<file path="config.mk">
export PLATFORM = sky130hd
export DESIGN_NAME = length_framed_packet_receiver
export DESIGN_NICKNAME = d
export VERILOG_FILES = /design/src/rtl/lfpr_pkg.sv /design/src/rtl/lfpr_ram.sv /design/src/rtl/lfpr_ctrl.sv /design/src/rtl/lfpr_dp.sv /design/src/rtl/length_framed_packet_receiver.sv
export SDC_FILE = /design/constraint.sdc
export NUM_CORES = 1
export LEC_CHECK = 0
export BUFFER_PORTS_ARGS = -buffer_cell sky130_fd_sc_hd__buf_2
export CORE_UTILIZATION = 60
export DETAILED_ROUTE_END_ITERATION = 10
export MAX_ROUTING_LAYER = met4
export PLACE_DENSITY = 0.81
export SETUP_SLACK_MARGIN = 0.02
export SLEW_MARGIN = 20
export SYNTH_ARGS = -nofsm -noshare
export SYNTH_HDL_FRONTEND = slang
export SYNTH_HIERARCHICAL = 1
export SYNTH_SLANG_ARGS = --single-unit
</file>
<file path="constraint.sdc">
create_clock -name clk -period 10.7 [get_ports clk]
set_clock_uncertainty 0.2 [all_clocks]
set_input_delay 1.07 -clock clk [delete_from_list [all_inputs] [get_ports clk]]
set_output_delay 1.07 -clock clk [all_outputs]
set_load 0.05 [all_outputs]
</file>
<file path="src/rtl/lfpr_pkg.sv">
// Shared constants, types and controller/datapath interface for the frame receiver.
package lfpr_pkg;

  localparam int BUFFER_BYTES = 32;
  localparam int MAX_PAYLOAD  = ((BUFFER_BYTES - 4) < 28) ? (BUFFER_BYTES - 4) : 28;
  localparam int RAM_AW       = (MAX_PAYLOAD > 1) ? $clog2(MAX_PAYLOAD) : 1;

  localparam int BYTE_W = 8;
  localparam int LEN_W  = 5;
  localparam int POS_W  = 6;
  localparam int ADDR_W = 3;

  localparam logic [BYTE_W-1:0] MARKER_RESET = 8'h3C;
  localparam logic [BYTE_W-1:0] OP_SHORT     = 8'h01;
  localparam logic [BYTE_W-1:0] OP_BULK      = 8'h12;
  localparam logic [POS_W-1:0]  BASE_BYTES   = 6'd4;

  localparam logic [POS_W-1:0] POS_HEADER = 6'd0;
  localparam logic [POS_W-1:0] POS_OPCODE = 6'd1;
  localparam logic [POS_W-1:0] POS_LENGTH = 6'd2;
  localparam logic [POS_W-1:0] POS_DATA   = 6'd3;

  localparam logic [BYTE_W-1:0] MAX_LEN_BYTE = BYTE_W'(MAX_PAYLOAD);

  localparam logic REG_START_MARKER = 1'b0;

  typedef enum logic [1:0] {
    ST_IDLE,
    ST_RECV,
    ST_FETCH,
    ST_OUT
  } state_t;

  typedef struct packed {
    logic start;
    logic capture;
    logic close;
    logic abort;
    logic fetch;
    logic step;
  } cmd_t;

  typedef struct packed {
    logic marker_hit;
    logic at_close;
    logic oversize;
    logic no_payload;
    logic run_last;
  } status_t;

endpackage

</file>
<file path="src/rtl/lfpr_ram.sv">
// Generic single-write, single-read RAM with registered read data.
module lfpr_ram #(
  parameter int WIDTH = 8,
  parameter int DEPTH = 32
) (
  input  logic                                      clk,
  input  logic                                      we,
  input  logic [((DEPTH > 1) ? $clog2(DEPTH) : 1)-1:0] waddr,
  input  logic [WIDTH-1:0]                          wdata,
  input  logic                                      re,
  input  logic [((DEPTH > 1) ? $clog2(DEPTH) : 1)-1:0] raddr,
  output logic [WIDTH-1:0]                          rdata
);

  logic [WIDTH-1:0] mem [DEPTH];

  always_ff @(posedge clk) begin
    if (we) begin
      mem[waddr] <= wdata;
    end
    if (re) begin
      rdata <= mem[raddr];
    end
  end

endmodule

</file>
<file path="src/rtl/lfpr_ctrl.sv">
// Frame receiver controller: receive, fetch and output sequencing.
module lfpr_ctrl
  import lfpr_pkg::*;
(
  input  logic    clk,
  input  logic    rst,
  input  logic    in_valid,
  output logic    in_stall,
  output logic    out_valid,
  input  logic    out_stall,
  input  status_t status,
  output cmd_t    cmd
);

  state_t state, state_next;
  logic   in_acc;
  logic   out_acc;

  always_ff @(posedge clk) begin
    if (rst) begin
      state <= ST_IDLE;
    end else begin
      state <= state_next;
    end
  end

  always_comb begin
    in_stall   = !((state == ST_IDLE) || (state == ST_RECV));
    out_valid  = (state == ST_OUT);
    in_acc     = in_valid && !in_stall;
    out_acc    = out_valid && !out_stall;
    cmd        = '0;
    state_next = state;
    unique case (state)
      ST_IDLE: begin
        if (in_acc && status.marker_hit) begin
          cmd.start  = 1'b1;
          state_next = ST_RECV;
        end
      end
      ST_RECV: begin
        if (in_acc) begin
          priority if (status.at_close) begin
            cmd.close  = 1'b1;
            state_next = status.no_payload ? ST_OUT : ST_FETCH;
          end else if (status.oversize) begin
            cmd.abort  = 1'b1;
            state_next = ST_OUT;
          end else begin
            cmd.capture = 1'b1;
          end
        end
      end
      ST_FETCH: begin
        cmd.fetch  = 1'b1;
        state_next = ST_OUT;
      end
      ST_OUT: begin
        if (out_acc) begin
          if (status.run_last) begin
            state_next = ST_IDLE;
          end else begin
            cmd.step   = 1'b1;
            state_next = ST_FETCH;
          end
        end
      end
      default: state_next = ST_IDLE;
    endcase
  end

endmodule

</file>
<file path="src/rtl/lfpr_dp.sv">
// Frame receiver datapath: byte capture, payload store and result fields.
module lfpr_dp
  import lfpr_pkg::*;
(
  input  logic              clk,
  input  logic              rst,
  input  cmd_t              cmd,
  output status_t           status,
  input  logic [BYTE_W-1:0] start_marker,
  input  logic [BYTE_W-1:0] rx_byte,
  output logic [BYTE_W-1:0] frame_header,
  output logic [BYTE_W-1:0] frame_opcode,
  output logic [LEN_W-1:0]  payload_length,
  output logic [BYTE_W-1:0] payload_byte,
  output logic [LEN_W-1:0]  payload_position,
  output logic              payload_valid,
  output logic              checksum_ok,
  output logic              bulk_frame,
  output logic              oversize_error,
  output logic              last
);

  logic [POS_W-1:0]  byte_position;
  logic [POS_W-1:0]  expected_bytes;
  logic [BYTE_W-1:0] hdr;
  logic [BYTE_W-1:0] op;
  logic [LEN_W-1:0]  len;
  logic [BYTE_W-1:0] ck;
  logic              err;
  logic [LEN_W-1:0]  run_idx;

  logic [POS_W-1:0]  data_off;
  logic              is_ck_pos;
  logic              ram_we;
  logic [BYTE_W-1:0] ram_rdata;
  logic              short_op;
  logic [LEN_W-1:0]  rep_len;
  logic [BYTE_W-1:0] rep_ck;
  logic [BYTE_W-1:0] sum;
  logic              rep_zero;

  always_ff @(posedge clk) begin
    if (rst) begin
      byte_position  <= '0;
      expected_bytes <= BASE_BYTES;
      err            <= 1'b0;
      run_idx        <= '0;
    end else begin
      if (cmd.start) begin
        byte_position <= '0;
        err           <= 1'b0;
        run_idx       <= '0;
      end
      if (cmd.capture) begin
        byte_position <= byte_position + POS_W'(1);
        if (byte_position == POS_LENGTH) begin
          expected_bytes <= BASE_BYTES + POS_W'(rx_byte[LEN_W-1:0]);
        end
      end
      if (cmd.close || cmd.abort) begin
        byte_position  <= '0;
        expected_bytes <= BASE_BYTES;
      end
      if (cmd.abort) begin
        err <= 1'b1;
      end
      if (cmd.step) begin
        run_idx <= run_idx + LEN_W'(1);
      end
    end
  end

  always_ff @(posedge clk) begin
    if (cmd.capture) begin
      unique case (byte_position)
        POS_HEADER: hdr <= rx_byte;
        POS_OPCODE: op  <= rx_byte;
        POS_LENGTH: len <= rx_byte[LEN_W-1:0];
        default: begin
          if (is_ck_pos) begin
            ck <= rx_byte;
          end
        end
      endcase
    end
  end

  assign data_off  = byte_position - POS_DATA;
  assign is_ck_pos = (byte_position == (expected_bytes - POS_W'(1)));
  assign ram_we    = cmd.capture && (byte_position >= POS_DATA) && !is_ck_pos;

  lfpr_ram #(
    .WIDTH(BYTE_W),
    .DEPTH(MAX_PAYLOAD)
  ) u_store (
    .clk  (clk),
    .we   (ram_we),
    .waddr(data_off[RAM_AW-1:0]),
    .wdata(rx_byte),
    .re   (cmd.fetch),
    .raddr(run_idx[RAM_AW-1:0]),
    .rdata(ram_rdata)
  );

  always_comb begin
    short_op = (op == OP_SHORT);
    rep_len  = short_op ? '0 : len;
    rep_ck   = short_op ? '0 : ck;
    sum      = hdr + op + BYTE_W'(rep_len);
    rep_zero = (rep_len == '0);

    status.marker_hit = (rx_byte == start_marker);
    status.at_close   = (byte_position == expected_bytes);
    status.oversize   = (byte_position == POS_LENGTH) && (rx_byte > MAX_LEN_BYTE);
    status.no_payload = rep_zero;
    status.run_last   = err || rep_zero || (run_idx == (rep_len - LEN_W'(1)));

    frame_header     = hdr;
    frame_opcode     = op;
    payload_valid    = !err && !rep_zero;
    payload_length   = err ? '0 : rep_len;
    payload_byte     = payload_valid ? ram_rdata : '0;
    payload_position = payload_valid ? run_idx : '0;
    checksum_ok      = !err && (rep_ck == sum);
    bulk_frame       = !err && (op == OP_BULK);
    oversize_error   = err;
    last             = status.run_last;
  end

endmodule

</file>
<file path="src/rtl/length_framed_packet_receiver.sv">
// Top level of the start-marker, length-prefixed frame receiver.
//
//   channel  | handshake                  | payload
//   ---------+----------------------------+-------------------------------------
//   input    | in_valid / in_stall        | rx_byte
//   output   | out_valid / out_stall      | frame_header .. last (10 fields)
//   config   | APB psel/penable/pready    | start_marker at byte address 0
//
// One byte per cycle is taken while waiting for a marker or receiving a frame.
// The byte that closes a frame starts the readout: each payload result takes a
// payload RAM read (ST_FETCH), then an output (ST_OUT) that waits out any output
// stalls; a single result (no payload or oversize) goes straight to output.
// in_stall is high during readout. Synchronous reset returns to idle, marker 0x3C.
module length_framed_packet_receiver
  import lfpr_pkg::*;
(
  input  logic              clk,
  input  logic              rst,
  input  logic              psel,
  input  logic              penable,
  input  logic              pwrite,
  input  logic [ADDR_W-1:0] paddr,
  input  logic [31:0]       pwdata,
  output logic [31:0]       prdata,
  output logic              pready,
  input  logic              in_valid,
  output logic              in_stall,
  input  logic [BYTE_W-1:0] rx_byte,
  output logic              out_valid,
  input  logic              out_stall,
  output logic [BYTE_W-1:0] frame_header,
  output logic [BYTE_W-1:0] frame_opcode,
  output logic [LEN_W-1:0]  payload_length,
  output logic [BYTE_W-1:0] payload_byte,
  output logic [LEN_W-1:0]  payload_position,
  output logic              payload_valid,
  output logic              checksum_ok,
  output logic              bulk_frame,
  output logic              oversize_error,
  output logic              last
);

  logic [BYTE_W-1:0] start_marker;
  cmd_t              cmd;
  status_t           status;

  assign pready = 1'b1;

  always_ff @(posedge clk) begin
    if (rst) begin
      start_marker <= MARKER_RESET;
    end else if (psel && penable && pwrite && pready && (paddr[2] == REG_START_MARKER)) begin
      start_marker <= pwdata[BYTE_W-1:0];
    end
  end

  assign prdata = (paddr[2] == REG_START_MARKER) ? 32'(start_marker) : '0;

  lfpr_ctrl u_ctrl (
    .clk      (clk),
    .rst      (rst),
    .in_valid (in_valid),
    .in_stall (in_stall),
    .out_valid(out_valid),
    .out_stall(out_stall),
    .status   (status),
    .cmd      (cmd)
  );

  lfpr_dp u_dp (
    .clk             (clk),
    .rst             (rst),
    .cmd             (cmd),
    .status          (status),
    .start_marker    (start_marker),
    .rx_byte         (rx_byte),
    .frame_header    (frame_header),
    .frame_opcode    (frame_opcode),
    .payload_length  (payload_length),
    .payload_byte    (payload_byte),
    .payload_position(payload_position),
    .payload_valid   (payload_valid),
    .checksum_ok     (checksum_ok),
    .bulk_frame      (bulk_frame),
    .oversize_error  (oversize_error),
    .last            (last)
  );

endmodule
</file>
* Word-level counts from Yosys, hierarchy flattened
Memories as Yosys holds them, arrays and structs flattened. A register that Yosys moved wholly into a read port is not among the register bits. Cells that the tools add are included.
Cells by class: reductions and logical operators 34, equality and inequality tests 16, add/sub/neg operators 8, bitwise gates (word level) 2, order comparisons 2, mux-type cells 35
Operators by type and width (number):
- $mux W5 | 5
- $mux W8 | 3
- $eq A8 B8 Y1 | 2
- $mux W1 | 16
- $eq A6 B6 Y1 | 2
- $logic_and A1 B1 Y1 | 12
- $mux W2 | 6
- $mux W6 | 2
- $add A8 B5 Y8 | 1
- $add A8 B8 Y8 | 1
- $eq A8 B1 Y1 const B | 1
- $eq A8 B5 Y1 const B | 1
- $gt A8 B5 Y1 const B | 1
- $pmux W2 S4 | 1
- $add A3 B5 Y6 const A | 1
- $add A6 B1 Y6 const B | 1
- $eq A6 B1 Y1 const B | 1
- $eq A6 B2 Y1 const B | 1
- $ge A6 B2 Y1 const B | 1
- $logic_not A6 Y1 | 1
- $mux W3 | 2
- $reduce_and A2 Y1 | 3
- $reduce_bool A2 Y1 | 3
- $sub A6 B1 Y6 const B | 1
- 18 further kinds | 28
Storage, ports and cells: input bits 50, RAM bits 224, memories 1, bits in registers 57
Memories:
- u_dp.u_store.mem | depth 28, width 8, read ports 1, clocked after Yosys merged registers in 1, wr ports 1, line lfpr_ram.sv:15 | logic [WIDTH-1:0] mem [DEPTH];

* Longest topological paths before layout
Gate-level depths: netlist of run 1.
depth in word-level cells 10, gate-level depth with buffers 17

* Modules after synthesis
The synthesis of run 1 kept the hierarchy.
By module, submodules not included:
- lfpr_ram | times used 1, sequential area each 6966.7 um2, cells each 476, area each 9132.5 um2
- lfpr_dp | times used 1, sequential area each 1231.2 um2, cells each 315, area each 3126.7 um2
- length_framed_packet_receiver | times used 1, sequential area each 160.2 um2, cells each 70, area each 610.6 um2
- lfpr_ctrl | times used 1, sequential area each 40.0 um2, cells each 26, area each 201.4 um2

* Worst setup path before layout of run 1
OpenSTA, ideal clock, no wires.
kind reg2out, start reg u_dp.op[2] (netlist: u_dp/frame_opcode[2]), end out checksum_ok, arrival 4.585 ns, path slack 4.845 ns, cell stages (with the launch flop) 14, path buffers 2, cells stage by stage edfxtp_1 -> or4b_4 -> buf_6 -> or2_1 -> buf_6 -> and2_2 -> fa_1 -> inv_1 -> fa_1 -> nand2b_1 -> a21o_1 -> a211oi_1 -> a22oi_1 -> nor4_2
On the way: cells in the longest elaborated chain, start to end 5, elaborated cells on any way between the ends 7, classes of those cells add/sub (2); eq/ne (2); mux (2); reduce/logical (1)
RTL lines:
- start: declaration | line lfpr_dp.sv:26 | logic [BYTE_W-1:0] op;
- start signal: assignment | line lfpr_dp.sv:77 | POS_OPCODE: op <= rx_byte;
- branches (longest 3 deep; another with $add A8 B8 Y8)
- $eq A8 B8 Y1 (*) | line lfpr_dp.sv:124 | checksum_ok = !err && (rep_ck == sum);
- $logic_and A1 B1 Y1 (*) | line lfpr_dp.sv:124
- end: declaration | line length_framed_packet_receiver.sv:37 | output logic checksum_ok,
Every way passes the cells marked *.

* Worst setup path after layout of run 1
start reg u_dp.op[3] (netlist: u_dp/frame_opcode[3]), end out checksum_ok
Same word-level chain as after synthesis.

==> results of run 1 <==
## worst paths after layout
path         slack (ns)                endpoint                   start
max                4.70             checksum_ok    u_dp/frame_opcode[3]
min                0.27  u_dp/expected_bytes[5]  u_dp/expected_bytes[5]
max reg2reg        6.13         u_dp/run_idx[2]    u_dp/frame_opcode[3]
min reg2reg        0.27  u_dp/expected_bytes[5]  u_dp/expected_bytes[5]
## layout by cell type (no fill, tap or decap), types with 8 or more instances in the layout
cell type / netlist / layout
edfxtp_1: 261 / 261
mux2i_1: 84 / 84
nor2_1: 73 / 72
buf_2: 6 / 72
clkbuf_16: 0 / 29
dfxtp_1: 28 / 27
nand3_1: 27 / 27
a22oi_1: 27 / 27
conb_1: 2 / 25
xnor2_1: 25 / 25
nand2_1: 21 / 21
a21oi_1: 21 / 21
inv_1: 20 / 20
ha_1: 17 / 17
nand2b_1: 15 / 15
nor3_1: 15 / 15
and2_1: 15 / 15
xor2_1: 12 / 12
mux4_2: 12 / 12
o21ai_0: 11 / 11
mux4_1: 11 / 11
nand3b_1: 10 / 10
and2b_2: 9 / 9
buf_4: 30 / 9
clkinv_1: 1 / 8
a31oi_1: 8 / 8
nand4_1: 8 / 8
## layer usage
metal / GRT usage, % / up-vias
met5: - / -
met2: 40.4 / 374
li1: - / 3463
met3: 4.97 / 58
met1: 33.9 / 3750
met4: 6.79 / 0
## through the flow
stage	std cells	power [W]
6_report	1251	0.00223
5_1_grt	1251	0.00229
4_1_cts	1251	0.00224
3_5_place_dp	1199	0.00131
3_3_place_gp	1199	0.00131
2_1_floorplan	910	0.00129
## area by class of cell
class | instances | share of cell area [%]
inverters | 21 | 0.550
repair buffers | 81 | 2.99
clock buffers | 34 | 5.20
flip-flops and latches | 289 | 58.7
well taps | 275 | 2.40
clock inverters | 18 | 0.970
multi-input cells | 533 | 29.2
## kinds of logic after synthesis
family	after synthesis	synth area share, %
DFF	289	64.2
and+or+nand+nor	231	9.59
xor gates and xnor gates	38	2.65
AOI/OAI and AO/OA	109	5.77
adders and majority gates	23	2.55
muxes	107	10.7
other	2	0.0575
buffers and inverters	88	4.42
## report_power, final
| part | internal, W | switching (W) |
|---|---|---|
| Combinational | 0.00000973 | 0.0000483 |
| Sequential | 0.00123 | 0.000000668 |
| Clock | 0.000543 | 0.000401 |
## flip-flops by register name (all words and copies together), names as in the netlist
name and count:
u_dp/len 5, start_marker 8, u_dp/u_store/mem 224, u_dp/frame_opcode 8
u_dp/ck 8, u_dp/u_store/rdata 8, u_dp/frame_header 8, u_ctrl/state 2
u_dp/run_idx 5, u_dp/expected_bytes 6, u_dp/byte_position 6, u_dp/oversize_error 1
## worst max-delay path: cells and delay by family, from the launching register on
family,cells,cell delay [ns]
AOI/OAI and AO/OA,3,0.54
adders and majority gates,2,1.02
buffers and inverters,2,0.36
DFF,1,0.47
and+or+nand+nor,5,1.82
==> flow_summary.yaml, run 1 <==
placed_design:
  port_buffers: 72
  postPlaceCellArea_um2: 13400
  dp_hpwl_um: 16800
  post-place-ws_ns: 5.24
  place_congestion: 0.863
cts:
  hold_buffers: 0
  post_cts_resized: 0
  clockBufferDepth: 3
  worstSkewPairLatency_ns: 0.54
  htreeDepth: 1
  post_cts_buffers: 0
  cts_tree: "built"
  clkSlewWorstSetupHoldPaths_ns: 0.06
  clock-root-buffer: "clkbuf_16"
  cts-buffers-inserted: 29
  cts_sinks: 289
sta:
  slew_violations: 0
  timing.hold.ws_ns: 0.269
  period_share_pct: 56.1
  hold_violations: 0
  min_period_ns: 6.00
  tightestPinTransition_ns: 1.04
  fmax_mhz: 167
  rsz0062_at_grt: "no"
  setup_viol: 0
  slew_headroom_pct: 30.7
  final.setup.tns_ns: 0
  worst_slack_ns: 4.70
yosys:
  synth_common_cells: "261 x edfxtp_1, 84 x mux2i_1, 73 x nor2_1"
  ys_top_cells_by_area: "edfxtp_1 60%, mux2i_1 6.4%, dfxtp_1 4.3%"
  async_reset_ff_share_pct: 0
  synth.top_cell.area_share_pct: 60.0
  synth.largest_area_cell: "edfxtp_1"
  ys_seq_area_share_pct: 64.2
  yosysWarningCount: 6
  avgSynthCellArea_um2: 14.7
  yosysMostFrequentCell: "edfxtp_1"
  ys_dominant_reg_cell: "edfxtp_1"
  ys_ff_latch: 289
  synthCells: 887
  synth-edff-count: 261
  ys_types: 70
  synthesis.area_um2: 13100
global_routing:
  grt_pass1_vias: 7411
  grt_max_degree: 53
  grt_first_pass_wirelength_um: 41400
  grt_usage_pct: 25.5
  antenna_found_initial: 0
  grt_overflow: 0
floorplanning:
  die_h_um: 150
  num_io_pins: 124
  rows: 53
  fp.dieArea_um2: 22400
  core_area_um2: 21200
  die_x_um: 150
  start_util_pct: 61.6
setup_path:
  crit_top_cell: "fa_1"
  cp.required_ns: 9.43
  cp_cell_sequence: "or4_1, or2_1, and2_2, fa_1, inv_1, fa_1, nand2b_1, a21o_1, a211oi_1, a22oi_1, nor4_2, buf_2"
  rr_worst_depth: 13
  crit_type: "register to output port"
  crit_path_end_kind: "output port"
  crit_slowest_cell: "or4_1"
  arrival_ns: 4.73
  cp_max_fo: 9
  critPathMaxStageDelay_ns: 0.71
  critPathLaunchType: "register"
pwr:
  powerDensity_nw_per_um2: 156
  ir_drop_mv: 0.121
  p_leak_nw: 4.70
layout:
  area_growth_pct: 9.57
  n_antenna_cell: 0
  multiInputGateArea_um2: 4190
  drive_above_1_share_pct: 16.3
  fill_cells: 1419
  seqCellArea_um2: 8400
  fin_util_pct: 67.5
  fin_nets: 1028
  stdcell_area_um2: 14300
route:
  drc: 0
  wl_per_cell_um: 21.5
  first_pass_iters: 8
  vias: 7645
  ant_nets: 0
  route.met2.wl_um: 12800
  first_iter_violations: 741
  top_layer: "met4"
  drt-met1-wl_um: 11000
  routed_wl_um: 26900
  routed_via_density: 6.11
  wl_met3_um: 2400
status:
  status: "finished clean"
hold_path:
  hold_path_class: "register to register"
  min_path_cells: 2
job:
  max_cap_violations: 0
No activity file was read; power rests on OpenSTA's default activity.
==> run 2, diff against run 1 <==
Settings changed: ABC_AREA set to 1, CORE_UTILIZATION 60 to 54, PLACE_DENSITY 0.81 to 0.76.
Clock period 10.7 ns to 5.2 ns, I/O delays scaled along.
==> run 2 against run 1 <==
Against the previous run:
- wire length up 14%
- hold slack worse by 0.17 ns
- die area up 19%
- first-iteration DRC count up 16%
- non-clock buffer count up 8
- clock power up 120%
- critical path type unchanged
- synthesized cell count up 60%
==> flow_summary.yaml, run 2 <==
sta:
  hold_violations: 0
  fmax_mhz: 217
  tightestPinTransition_ns: 1.09
  period_share_pct: 88.8
  rsz0062_at_grt: "no"
  final.setup.tns_ns: 0
  setup_viol: 0
  slew_headroom_pct: 27.5
  slew_violations: 0
  min_period_ns: 4.62
pwr:
  powerDensity_nw_per_um2: 336
  ir_drop_mv: 0.236
  p_leak_nw: 6.39
  total_power_w: 0.00517
  internal_power_w: 0.00396
  clkPwrFrac_pct: 40.2
  p_switching_w: 0.00121
  sequentialPowerShare_pct: 50.2
  swShare_pct: 23.5
  p_comb_share_pct: 9.6
yosys:
  ys_ff_latch: 289
  ys_types: 48
  ys_dominant_reg_cell: "edfxtp_1"
  async_reset_ff_share_pct: 0
  avgSynthCellArea_um2: 9.88
  synth.largest_area_cell: "edfxtp_1"
  synthCells: 1419
  ys_top_cells_by_area: "edfxtp_1 56%, nand2_1 9.9%, nand3_1 5.8%"
  ys_seq_area_share_pct: 59.9
  synth_common_cells: "369 x nand2_1, 261 x edfxtp_1, 168 x inv_1"
  synthesis.area_um2: 14000
  synth.top_cell.area_share_pct: 55.9
  yosysMostFrequentCell: "nand2_1"
  yosysWarningCount: 6
  synth-edff-count: 261
layout:
  largest_register_ffs: 224
  final_common_cell: "nand2_1"
  regMostFlops: "u_dp/u_store/mem"
  area_growth_pct: 9.58
  drive_above_1_share_pct: 12.5
  fin_nets: 1556
  n_antenna_cell: 0
  final_cell_mix: "369 x nand2_1, 261 x edfxtp_1, 168 x inv_1"
cts:
  clock-root-buffer: "clkbuf_16"
  htreeDepth: 1
  cts_sinks: 289
  cts-buffers-inserted: 29
  cts_tree: "built"
  clockBufferDepth: 3
  clkSlewWorstSetupHoldPaths_ns: 0.06
  worstSkewPairLatency_ns: 0.55
  post_cts_buffers: 0
setup_path:
  cp_cell_sequence: "inv_2, nand2_4, nor2_8, nand2_8, nand2_1, fa_1, inv_1, ha_1, inv_1, fa_1, xnor2_1, inv_1, nand3_2, nand2_1, inv_1, nand2_1, nor2_1, nand3_1, nor2_1, buf_2"
  critPathMaxStageDelay_ns: 0.45
  worstReg2RegStart: "u_dp/byte_position[0]"
  critPathLaunchType: "register"
  crit_path_start: "u_dp/frame_opcode[1]"
  cp_max_fo: 18
  crit_type: "register to output port"
  cp.required_ns: 4.48
  critPathBufInv: 6
  crit_top_cell: "inv_1"
  crit_slowest_cell: "fa_1"
  cp_top_family: "adder cells"
  arrival_ns: 3.90
  crit_path_end_kind: "output port"
global_routing:
  grt_pass1_vias: 9419
  grt_overflow: 0
  grt_max_degree: 104
  grt_first_pass_wirelength_um: 47700
  antenna_found_initial: 0
  grt_usage_pct: 24.0
floorplanning:
  fp.dieArea_um2: 26600
  die_h_um: 163
  num_io_pins: 124
  core_area_um2: 25300
  start_util_pct: 55.4
  rows: 58
  die_x_um: 163
placed_design:
  dp_hpwl_um: 18700
  port_buffers: 72
  place_congestion: 0.885
hold_path:
  min_from: "rst"
  hold_path_class: "input port to register"
route:
  routed_wl_um: 30500
  first_pass_iters: 7
  vias: 9870
  ant_nets: 0
  first_iter_violations: 860
  wl_per_cell_um: 16.7
  routed_via_density: 5.39
  drc: 0
status:
  status: "finished clean"
job:
  max_cap_violations: 0
-- run 2: stage by stage --
| step | util, % | cell area, um2 | hold WS [ns] | setup slack, ns | std cells |
|---|---|---|---|---|---|
| after CTS | 60.7 | 15400 | 0.0731 | 0.560 | 1832 |
| after global placement | 56.8 | 14400 | 0.288 | 0.996 | 1778 |
| after floorplan | - | 14100 | 0.270 | 0.910 | 1442 |
| after global routing | 60.7 | 15400 | 0.114 | 0.282 | 1832 |
| after detailed placement | 56.8 | 14400 | 0.296 | 0.846 | 1778 |
| final | 60.7 | 15400 | 0.0952 | 0.582 | 1832 |
-- run 2: worst paths after layout --
path | endpoint | slack [ns] | depth (start not counted)
setup / recovery | checksum_ok | 0.58 | 20
hold / removal | u_ctrl/state[0] | 0.1 | 2
setup reg to reg | u_dp/u_store/mem[16][7] | 1.19 | 13
hold reg to reg | start_marker[2] | 0.30 | 2
-- run 2: area by class of cell --
type	instances	area, um2
multi-input cells	896	4430
inverters	178	679
clock inverters	16	201
well taps	330	413
flip-flops and latches	289	8400
repair buffers	89	498
fillers	2037	9960
clock buffers	34	744
-- run 2: power groups by stage --
stage          Sequential [W]  Clock [W]  Combinational (W)
2_1_floorplan         0.00266          0           0.000374
3_3_place_gp          0.00265          0           0.000478
3_5_place_dp          0.00265          0           0.000489
4_1_cts               0.00260    0.00211           0.000493
5_1_grt               0.00260    0.00220           0.000542
6_report              0.00260    0.00208           0.000495
-- run 2: metal layers --
metal | vias up | global-route usage, % | wire length [um]
met5 | - | - | 0
met4 | 0 | 8.45 | 841
met3 | 63 | 3.15 | 2230
met2 | 415 | 39.5 | 14900
met1 | 4678 | 30.5 | 12600
li1 | 4714 | - | -
-- run 2: cells by family after synthesis --
logic type	count (synthesis)	share of synthesized area [%]
other cells	2	0.0535
buf+inv	257	9.15
xor+xnor	24	1.50
simple gates	744	23.9
fa+ha+maj	23	2.37
flops	289	59.9
compound gates	80	3.14
-- run 2: timing repair --
item	in CTS	in global routing
hold buffers	4	0
resized for setup	0	0
hold endpoints to repair	4	0
